## src/rtl/pfe_pkg.sv

```systemverilog
// ----------------------------------------------------------------------------
// pfe_pkg: shared types and constants for the postfix expression evaluator
// Character codes, result status codes, ALU opcodes and state encodings.
// ----------------------------------------------------------------------------
package pfe_pkg;

  localparam int unsigned STACK_DEPTH_DEF = 16;
  localparam int unsigned DATA_W          = 32;
  localparam int unsigned CH_W            = 8;
  localparam int unsigned STAT_W          = 3;
  localparam int unsigned CNT_W           = $clog2(DATA_W);

  localparam logic [CH_W-1:0] CH_ZERO  = 8'h30;  // '0'
  localparam logic [CH_W-1:0] CH_NINE  = 8'h39;  // '9'
  localparam logic [CH_W-1:0] CH_HASH  = 8'h23;  // '#'
  localparam logic [CH_W-1:0] CH_PLUS  = 8'h2B;  // '+'
  localparam logic [CH_W-1:0] CH_MINUS = 8'h2D;  // '-'
  localparam logic [CH_W-1:0] CH_STAR  = 8'h2A;  // '*'
  localparam logic [CH_W-1:0] CH_SLASH = 8'h2F;  // '/'
  localparam logic [CH_W-1:0] CH_PCT   = 8'h25;  // '%'

  typedef enum logic [STAT_W-1:0] {
    STAT_OK        = 3'd0,
    STAT_OVERFLOW  = 3'd1,
    STAT_UNDERFLOW = 3'd2,
    STAT_INVALID   = 3'd3,
    STAT_DIVZERO   = 3'd4
  } status_e;

  typedef enum logic [2:0] {
    OP_ADD,
    OP_SUB,
    OP_MUL,
    OP_DIV,
    OP_REM
  } alu_op_e;

  typedef enum logic [2:0] {
    AL_IDLE,
    AL_ADD,
    AL_MUL,
    AL_NEGA,
    AL_NEGB,
    AL_DIV,
    AL_FIX
  } alu_state_e;

  typedef enum logic [2:0] {
    S_IDLE,
    S_DECODE,
    S_RDTOP,
    S_RDB,
    S_RDA,
    S_ALU,
    S_EMIT
  } seq_state_e;

  typedef struct packed {
    logic    start;
    alu_op_e op;
  } alu_req_t;

endpackage

```

## src/rtl/postfix_expression_evaluator_core.sv

```systemverilog
// ----------------------------------------------------------------------------
// postfix_expression_evaluator_core: postfix evaluator on a bounded stack
// One character per request; not ready while a request is in work.
// Multiply and divide/remainder run the 32-step shift-add / restoring loop of the
// shared ALU. A result is emitted after a stack or character error, an end
// marker or a zero divisor, and waits while an earlier result is held.
// Async active-low reset empties the stack and drops any pending result.
// ----------------------------------------------------------------------------
module postfix_expression_evaluator_core import pfe_pkg::*; #(
  parameter int unsigned STACK_DEPTH = STACK_DEPTH_DEF
) (
  input  logic              clk_i,
  input  logic              rst_ni,
  input  logic              s_axis_tvalid,
  output logic              s_axis_tready,
  input  logic [CH_W-1:0]   s_axis_tdata,   // [7:0] ch
  output logic              m_axis_tvalid,
  input  logic              m_axis_tready,
  output logic [DATA_W-1:0] m_axis_tdata,   // [31:0] value
  output logic [STAT_W-1:0] m_axis_tuser    // [2:0] status
);

  localparam int unsigned AW = $clog2(STACK_DEPTH);
  localparam int unsigned DW = $clog2(STACK_DEPTH + 1);

  seq_state_e        state_q, state_d;
  logic [DW-1:0]     depth_q, depth_d;
  logic [CH_W-1:0]   ch_q, ch_d;
  logic [DATA_W-1:0] b_q, b_d;
  logic [DATA_W-1:0] emit_val_q, emit_val_d;
  status_e           emit_st_q, emit_st_d;
  logic              m_valid_q;
  logic [DATA_W-1:0] m_data_q;
  logic [STAT_W-1:0] m_user_q;

  logic [DW-1:0]     depth_m1, depth_m2;
  logic              is_digit, is_op, out_load;
  alu_op_e           alu_op;
  alu_req_t          alu_req;
  logic              alu_done;
  logic [DATA_W-1:0] alu_result;

  logic              mem_we, mem_re;
  logic [AW-1:0]     mem_waddr, mem_raddr;
  logic [DATA_W-1:0] mem_wdata, mem_rdata;

  assign depth_m1 = depth_q - DW'(1);
  assign depth_m2 = depth_q - DW'(2);
  assign is_digit = (ch_q >= CH_ZERO) && (ch_q <= CH_NINE);

  always_comb begin
    is_op  = 1'b1;
    alu_op = OP_ADD;
    case (ch_q)
      CH_PLUS:  alu_op = OP_ADD;
      CH_MINUS: alu_op = OP_SUB;
      CH_STAR:  alu_op = OP_MUL;
      CH_SLASH: alu_op = OP_DIV;
      CH_PCT:   alu_op = OP_REM;
      default:  is_op  = 1'b0;
    endcase
  end

  always_comb begin
    state_d       = state_q;
    depth_d       = depth_q;
    ch_d          = ch_q;
    b_d           = b_q;
    emit_val_d    = emit_val_q;
    emit_st_d     = emit_st_q;
    s_axis_tready = 1'b0;
    out_load      = 1'b0;
    mem_we        = 1'b0;
    mem_waddr     = depth_q[AW-1:0];
    mem_wdata     = DATA_W'(ch_q - CH_ZERO);
    mem_re        = 1'b0;
    mem_raddr     = depth_m1[AW-1:0];
    alu_req.start = 1'b0;
    alu_req.op    = alu_op;
    case (state_q)
      S_IDLE: begin
        s_axis_tready = 1'b1;
        if (s_axis_tvalid) begin
          ch_d    = s_axis_tdata;
          state_d = S_DECODE;
        end
      end
      S_DECODE: begin
        // every error path clears the stack and reports a zero value
        emit_val_d = '0;
        if (is_digit) begin
          if (depth_q == DW'(STACK_DEPTH)) begin
            emit_st_d = STAT_OVERFLOW;
            depth_d   = '0;
            state_d   = S_EMIT;
          end else begin
            mem_we  = 1'b1;
            depth_d = depth_q + DW'(1);
            state_d = S_IDLE;
          end
        end else if (ch_q == CH_HASH) begin
          if (depth_q == '0) begin
            emit_st_d = STAT_UNDERFLOW;
            depth_d   = '0;
            state_d   = S_EMIT;
          end else begin
            mem_re  = 1'b1;
            state_d = S_RDTOP;
          end
        end else if (depth_q < DW'(2)) begin
          emit_st_d = STAT_UNDERFLOW;
          depth_d   = '0;
          state_d   = S_EMIT;
        end else if (!is_op) begin
          emit_st_d = STAT_INVALID;
          depth_d   = '0;
          state_d   = S_EMIT;
        end else begin
          mem_re  = 1'b1;
          state_d = S_RDB;
        end
      end
      S_RDTOP: begin
        emit_val_d = mem_rdata;
        emit_st_d  = STAT_OK;
        depth_d    = '0;
        state_d    = S_EMIT;
      end
      S_RDB: begin
        b_d       = mem_rdata;
        mem_re    = 1'b1;
        mem_raddr = depth_m2[AW-1:0];
        state_d   = S_RDA;
      end
      S_RDA: begin
        if ((alu_op == OP_DIV || alu_op == OP_REM) && b_q == '0) begin
          emit_val_d = '0;
          emit_st_d  = STAT_DIVZERO;
          depth_d    = '0;
          state_d    = S_EMIT;
        end else begin
          alu_req.start = 1'b1;
          state_d       = S_ALU;
        end
      end
      S_ALU: begin
        if (alu_done) begin
          mem_we    = 1'b1;
          mem_waddr = depth_m2[AW-1:0];
          mem_wdata = alu_result;
          depth_d   = depth_m1;
          state_d   = S_IDLE;
        end
      end
      S_EMIT: begin
        if (!m_valid_q || m_axis_tready) begin
          out_load = 1'b1;
          state_d  = S_IDLE;
        end
      end
      default: begin
        state_d = S_IDLE;
      end
    endcase
  end

  always_ff @(posedge clk_i or negedge rst_ni) begin
    if (!rst_ni) begin
      state_q   <= S_IDLE;
      depth_q   <= '0;
      m_valid_q <= 1'b0;
    end else begin
      state_q <= state_d;
      depth_q <= depth_d;
      if (out_load) begin
        m_valid_q <= 1'b1;
      end else if (m_axis_tready) begin
        m_valid_q <= 1'b0;
      end
    end
  end

  always_ff @(posedge clk_i) begin
    ch_q       <= ch_d;
    b_q        <= b_d;
    emit_val_q <= emit_val_d;
    emit_st_q  <= emit_st_d;
    if (out_load) begin
      m_data_q <= emit_val_q;
      m_user_q <= emit_st_q;
    end
  end

  pfe_stack #(
    .STACK_DEPTH(STACK_DEPTH)
  ) u_stack (
    .clk_i  (clk_i),
    .we_i   (mem_we),
    .waddr_i(mem_waddr),
    .wdata_i(mem_wdata),
    .re_i   (mem_re),
    .raddr_i(mem_raddr),
    .rdata_o(mem_rdata)
  );

  pfe_alu u_alu (
    .clk_i   (clk_i),
    .rst_ni  (rst_ni),
    .req_i   (alu_req),
    .a_i     (mem_rdata),
    .b_i     (b_q),
    .done_o  (alu_done),
    .result_o(alu_result)
  );

  assign m_axis_tvalid = m_valid_q;
  assign m_axis_tdata  = m_data_q;
  assign m_axis_tuser  = m_user_q;

endmodule

```

## src/rtl/pfe_stack.sv

```systemverilog
// ----------------------------------------------------------------------------
// pfe_stack: operand store
// Single write port, single read port with registered read data.
// ----------------------------------------------------------------------------
module pfe_stack import pfe_pkg::*; #(
  parameter int unsigned STACK_DEPTH = STACK_DEPTH_DEF,
  localparam int unsigned AW = $clog2(STACK_DEPTH)
) (
  input  logic              clk_i,
  input  logic              we_i,
  input  logic [AW-1:0]     waddr_i,
  input  logic [DATA_W-1:0] wdata_i,
  input  logic              re_i,
  input  logic [AW-1:0]     raddr_i,
  output logic [DATA_W-1:0] rdata_o
);

  logic [DATA_W-1:0] mem [STACK_DEPTH];
  logic [DATA_W-1:0] rdata_q;

  always_ff @(posedge clk_i) begin
    if (we_i) begin
      mem[waddr_i] <= wdata_i;
    end
  end

  always_ff @(posedge clk_i) begin
    if (re_i) begin
      rdata_q <= mem[raddr_i];
    end
  end

  assign rdata_o = rdata_q;

endmodule

```

## src/rtl/pfe_alu.sv

```systemverilog
// ----------------------------------------------------------------------------
// pfe_alu: iterative arithmetic unit
// One 33-bit adder/subtractor shared by add, sub, shift-add multiply and
// restoring divide/remainder on magnitudes with a final sign fix.
// ----------------------------------------------------------------------------
module pfe_alu import pfe_pkg::*; (
  input  logic              clk_i,
  input  logic              rst_ni,
  input  alu_req_t          req_i,
  input  logic [DATA_W-1:0] a_i,
  input  logic [DATA_W-1:0] b_i,
  output logic              done_o,
  output logic [DATA_W-1:0] result_o
);

  alu_state_e        state_q, state_d;
  alu_op_e           op_q, op_d;
  logic [DATA_W-1:0] acc_q, acc_d;
  logic [DATA_W-1:0] mq_q, mq_d;
  logic [DATA_W-1:0] dv_q, dv_d;
  logic [DATA_W-1:0] res_q, res_d;
  logic [CNT_W-1:0]  cnt_q, cnt_d;
  logic              sa_q, sa_d, sb_q, sb_d;
  logic              done_q, done_d;

  logic [DATA_W-1:0] add_x, add_y, fix_val;
  logic              add_sub, fix_neg, last_iter;
  logic [DATA_W:0]   sum;

  // shared adder; for subtraction sum[DATA_W] is the borrow
  assign sum = {1'b0, add_x} + ({1'b0, add_y} ^ {(DATA_W+1){add_sub}})
             + (DATA_W+1)'(add_sub);

  assign last_iter = (cnt_q == CNT_W'(DATA_W - 1));

  always_comb begin
    state_d = state_q;
    op_d    = op_q;
    acc_d   = acc_q;
    mq_d    = mq_q;
    dv_d    = dv_q;
    res_d   = res_q;
    cnt_d   = cnt_q;
    sa_d    = sa_q;
    sb_d    = sb_q;
    done_d  = 1'b0;
    add_x   = '0;
    add_y   = '0;
    add_sub = 1'b0;
    fix_val = (op_q == OP_DIV) ? mq_q : acc_q;
    fix_neg = (op_q == OP_DIV) ? (sa_q ^ sb_q) : sa_q;
    case (state_q)
      AL_IDLE: begin
        if (req_i.start) begin
          op_d  = req_i.op;
          sa_d  = a_i[DATA_W-1];
          sb_d  = b_i[DATA_W-1];
          cnt_d = '0;
          case (req_i.op)
            OP_MUL: begin
              acc_d   = '0;
              dv_d    = a_i;
              mq_d    = b_i;
              state_d = AL_MUL;
            end
            OP_DIV, OP_REM: begin
              acc_d   = a_i;
              dv_d    = b_i;
              state_d = AL_NEGA;
            end
            default: begin
              acc_d   = a_i;
              dv_d    = b_i;
              state_d = AL_ADD;
            end
          endcase
        end
      end
      AL_ADD: begin
        add_x   = acc_q;
        add_y   = dv_q;
        add_sub = (op_q == OP_SUB);
        res_d   = sum[DATA_W-1:0];
        done_d  = 1'b1;
        state_d = AL_IDLE;
      end
      AL_MUL: begin
        add_x = acc_q;
        add_y = dv_q;
        if (mq_q[0]) begin
          acc_d = sum[DATA_W-1:0];
        end
        dv_d  = {dv_q[DATA_W-2:0], 1'b0};
        mq_d  = {1'b0, mq_q[DATA_W-1:1]};
        cnt_d = cnt_q + CNT_W'(1);
        if (last_iter) begin
          res_d   = mq_q[0] ? sum[DATA_W-1:0] : acc_q;
          done_d  = 1'b1;
          state_d = AL_IDLE;
        end
      end
      AL_NEGA: begin
        add_y   = acc_q;
        add_sub = 1'b1;
        mq_d    = sa_q ? sum[DATA_W-1:0] : acc_q;
        acc_d   = '0;
        state_d = AL_NEGB;
      end
      AL_NEGB: begin
        add_y   = dv_q;
        add_sub = 1'b1;
        dv_d    = sb_q ? sum[DATA_W-1:0] : dv_q;
        state_d = AL_DIV;
      end
      AL_DIV: begin
        // partial remainder stays below the divisor, so the top bit is free
        add_x   = {acc_q[DATA_W-2:0], mq_q[DATA_W-1]};
        add_y   = dv_q;
        add_sub = 1'b1;
        acc_d   = sum[DATA_W] ? add_x : sum[DATA_W-1:0];
        mq_d    = {mq_q[DATA_W-2:0], ~sum[DATA_W]};
        cnt_d   = cnt_q + CNT_W'(1);
        if (last_iter) begin
          state_d = AL_FIX;
        end
      end
      AL_FIX: begin
        add_y   = fix_val;
        add_sub = 1'b1;
        res_d   = fix_neg ? sum[DATA_W-1:0] : fix_val;
        done_d  = 1'b1;
        state_d = AL_IDLE;
      end
      default: begin
        state_d = AL_IDLE;
      end
    endcase
  end

  always_ff @(posedge clk_i or negedge rst_ni) begin
    if (!rst_ni) begin
      state_q <= AL_IDLE;
      done_q  <= 1'b0;
    end else begin
      state_q <= state_d;
      done_q  <= done_d;
    end
  end

  always_ff @(posedge clk_i) begin
    op_q  <= op_d;
    acc_q <= acc_d;
    mq_q  <= mq_d;
    dv_q  <= dv_d;
    res_q <= res_d;
    cnt_q <= cnt_d;
    sa_q  <= sa_d;
    sb_q  <= sb_d;
  end

  assign done_o   = done_q;
  assign result_o = res_q;

endmodule

```

## config.mk

```make
export PLATFORM = sky130hd
export DESIGN_NAME = postfix_expression_evaluator_core
export DESIGN_NICKNAME = d
export VERILOG_FILES = /design/src/rtl/pfe_pkg.sv /design/src/rtl/postfix_expression_evaluator_core.sv /design/src/rtl/pfe_stack.sv /design/src/rtl/pfe_alu.sv
export SDC_FILE = /design/constraint.sdc
export NUM_CORES = 1
export LEC_CHECK = 0
export ABC_AREA = 1
export BUFFER_PORTS_ARGS = -buffer_cell sky130_fd_sc_hd__buf_4
export CORE_MARGIN = 3
export CORE_UTILIZATION = 40
export CTS_CLUSTER_DIAMETER = 80
export DETAILED_ROUTE_END_ITERATION = 12
export REMOVE_ABC_BUFFERS = 1
export SLEW_MARGIN = 5
export SYNTH_ARGS = -nofsm -noshare
export SYNTH_HDL_FRONTEND = slang
export SYNTH_SLANG_ARGS = --single-unit
```

## constraint.sdc

```tcl
create_clock -name clk_i -period 5.45 [get_ports clk_i]
set_clock_uncertainty 0.1 [all_clocks]
set_input_delay 0.2725 -clock clk_i [delete_from_list [all_inputs] [get_ports clk_i]]
set_output_delay 0.2725 -clock clk_i [all_outputs]
set_load 0.005 [all_outputs]
```

==> flow_metrics.tcl <==
set metrics [dict create \
    run_status "completed" \
    routed_wl_mm 110 \
    rsz0062_at_grt "no" \
    ys.warnings.count 0 \
    cts_setup_buffers 0 \
    gp_congestion 0.917 \
    cts_buffers 87 \
    fp.coreArea_mm2 0.0924 \
    r2r_cells 22 \
    clk_latency_ns 0.65 \
    grt_pass1_vias 26400 \
    root_buffer "clkbuf_16" \
    synth.area.top_cells "edfxtp_1 63%, o21ai_0 6.5%, nor2_1 5.5%" \
    synth_top_cell_area_share_pct 63.3 \
    synth_compound_area_share_pct 13.6 \
    crit_arrival_ns 5.06 \
    netlist_instances 3596 \
    dp_hpwl_mm 68.4 \
    final_nets 3685 \
    numClockSinks 805 \
    drive_above_1_share_pct 9.00 \
    port_buffers 48 \
    dieArea_mm2 0.0976 \
    ys_ff_latch 805 \
    crit_fanout 24 \
    fin_crit_sh_pct 88.3 \
    finalSetupViolations 0 \
    initial_core_util_pct 40.7 \
    first_pass_iters 6 \
    grt_use_total_pct 22.1 \
    cts_tree "built" \
    required_ns 5.70 \
    fin_crit_ns 4.81 \
    cp-end-kind "flop" \
    antenna_found_initial 1 \
    grt_pass1_wl_mm 166 \
    cts_hold_buffers 12 \
    drv_cap 0 \
    synth-simple-area-share_pct 14.7 \
    ys_seq_area_share_pct 64.2 \
    fin_ws_ns 0.639 \
    synthAdderAreaFrac_pct 1.39 \
    grt_start_max_net_pins 139 \
    syn_area_per_cell_um2 10.4 \
    chipHeight_um 312 \
    syn_area_mm2 0.0376 \
    synth_top_cell_by_area "edfxtp_1" \
    start_kind "flop" \
    diodes 0 \
    post-route-drc-count 0 \
    area_delta_synth_final_pct 13.0 \
    fmax_mhz 208 \
    whs_path_depth 2 \
    clk_path_buf_depth 3 \
    cts_htree_levels 3 \
    vias 27700 \
    synth_top_family_by_area "simple AND/OR/NAND/NOR gates" \
    rows 111 \
    postRouteAntennaNets 0 \
    synth_xor_area_share_pct 1.55 \
    slew_headroom_pct 24.2 \
    finalHoldViolations 0 \
    ios 49 \
    path_class "reg2reg" \
    place_ws_ns 0.735 \
    hold_path_class "in2reg" \
    drtIter0Drc 3584 \
    final-max-slew-violation-count 0 \
    synth.distinct_cells 53 \
    viasPerCell 5.60 \
    avgRoutedWirePerCell_um 22.2 \
    path_clk_slew_ns 0.06 \
    layout_commonest_cell "edfxtp_1" \
    die_w_um 312 \
    final_cell_mix "792 x edfxtp_1, 543 x nor2_1, 529 x nand2_1" \
    num-fill-cells 8555 \
    grt-ovfl-total 0 \
    post_cts_resized 0 \
    synthMuxAreaShare_pct 0 \
    tightest_slew_ns 1.13 \
]
path summary, 6_finish.rpt:
kind	endpoint	slack (ns)	from
worst min register to register	m_axis_tdata[13]$_DFFE_PP_	0.32	emit_val_q[13]$_SDFFCE_PN0P_
min in group asynchronous	depth_q[2]$_DFFE_PN0P_	0.66	rst_ni
max in group asynchronous	u_alu.state_q[1]$_DFFE_PN0P_	4.14	rst_ni
worst max register to register	u_alu.acc_q[9]$_DFFE_PP_	0.64	u_alu.state_q[1]$_DFFE_PN0P_
worst max-delay path	u_alu.acc_q[9]$_DFFE_PP_	0.64	u_alu.state_q[1]$_DFFE_PN0P_
worst min-delay path	ch_q[2]$_DFFE_PP_	0.26	s_axis_tdata[2]
cell families (layout without fill, tap and decap cells):
| logic type | count (synthesis) | after routing |
|---|---|---|
| simple gates | 1342 | 1342 |
| compound gates | 895 | 895 |
| fa+ha+maj | 41 | 41 |
| flops | 805 | 805 |
| buf+inv | 450 | 553 |
| xor+xnor | 63 | 63 |
synthesized netlist by cell type, drive strengths merged:
library cell    n
o31ai           4
a221oi          8
o221ai         44
a21o            7
fa              1
o311ai          1
clkbuf        151
clkinv          1
xor2           56
o21a            2
edfxtp        792
o21ai         539
nand3         125
nand3b          3
and2            1
nor3b           1
inv           249
nor4            4
a21oi         148
a211oi          1
dfrtp          13
o2111ai         1
a31oi           8
or2             5
nand4          43
o22ai          23
ha             40
xnor2           7
nand2         545
o21bai          1
a32oi           1
nor2          555
a22oi          36
o211ai         48
nor3           60
o32ai          23
buf            49
metal layers:
metal	vias to the layer above	wire (um)	track usage, %
li1	12900	-	-
met1	13300	47200	31.9
met2	1271	50000	34.7
met3	206	9440	3.26
met4	2	2950	6.29
met5	-	13	0
sequential cells by signal, indices dropped and copies added, names as in the netlist, 8 cells and up:
signal / count
b_q: 32
ch_q: 8
emit_val_q: 32
m_axis_tdata: 32
u_alu.acc_q: 32
u_alu.dv_q: 32
u_alu.mq_q: 32
u_alu.result_o: 32
u_stack.mem: 512
u_stack.rdata_o: 32
worst max-delay path, cell delays in order (launching register included):
cell,delay [ns]
dfrtp_1,0.56
nand2_2,0.35
nor2_2,0.16
buf_4,0.35
o21ai_0,0.14
a21oi_1,0.23
a221oi_1,0.10
xor2_1,0.18
ha_1,0.39
inv_1,0.14
o21ai_0,0.13
a31oi_1,0.22
nor2_1,0.06
nor2_1,0.08
inv_1,0.04
a21oi_1,0.20
nand2_1,0.11
nand2_1,0.08
nand2_2,0.26
nand2_4,0.36
nand2_1,0.08
o21ai_0,0.08
nand3_1,0.10
stage by stage:
| step | cells | TNS, ns | cell area [um2] | util [%] | hold WS [ns] |
|---|---|---|---|---|---|
| after global routing | 4942 | 0 | 42400 | 46.0 | 0.264 |
| after floorplan | 3396 | -287.78 | 36800 | - | -0.123 |
| after global placement | 4774 | 0 | 39600 | 42.9 | 0.0392 |
| after CTS | 4942 | 0 | 42400 | 46.0 | 0.220 |
| after detailed placement | 4774 | 0 | 39600 | 42.9 | 0.0370 |
| final | 4942 | 0 | 42400 | 46.0 | 0.257 |
final cells by class:
type	count	area, um2	share of cell area, %
well taps	1243	1560	3.66
clock inverters	48	414	0.976
inverters	250	946	2.23
repair buffers	147	1260	2.97
multi-input cells	2341	11800	27.9
flip-flops and latches	805	24100	56.8
clock buffers	108	2320	5.46
Power is not shown: default switching activity piles up to over one toggle a cycle in this logic, so the estimate is an artifact.
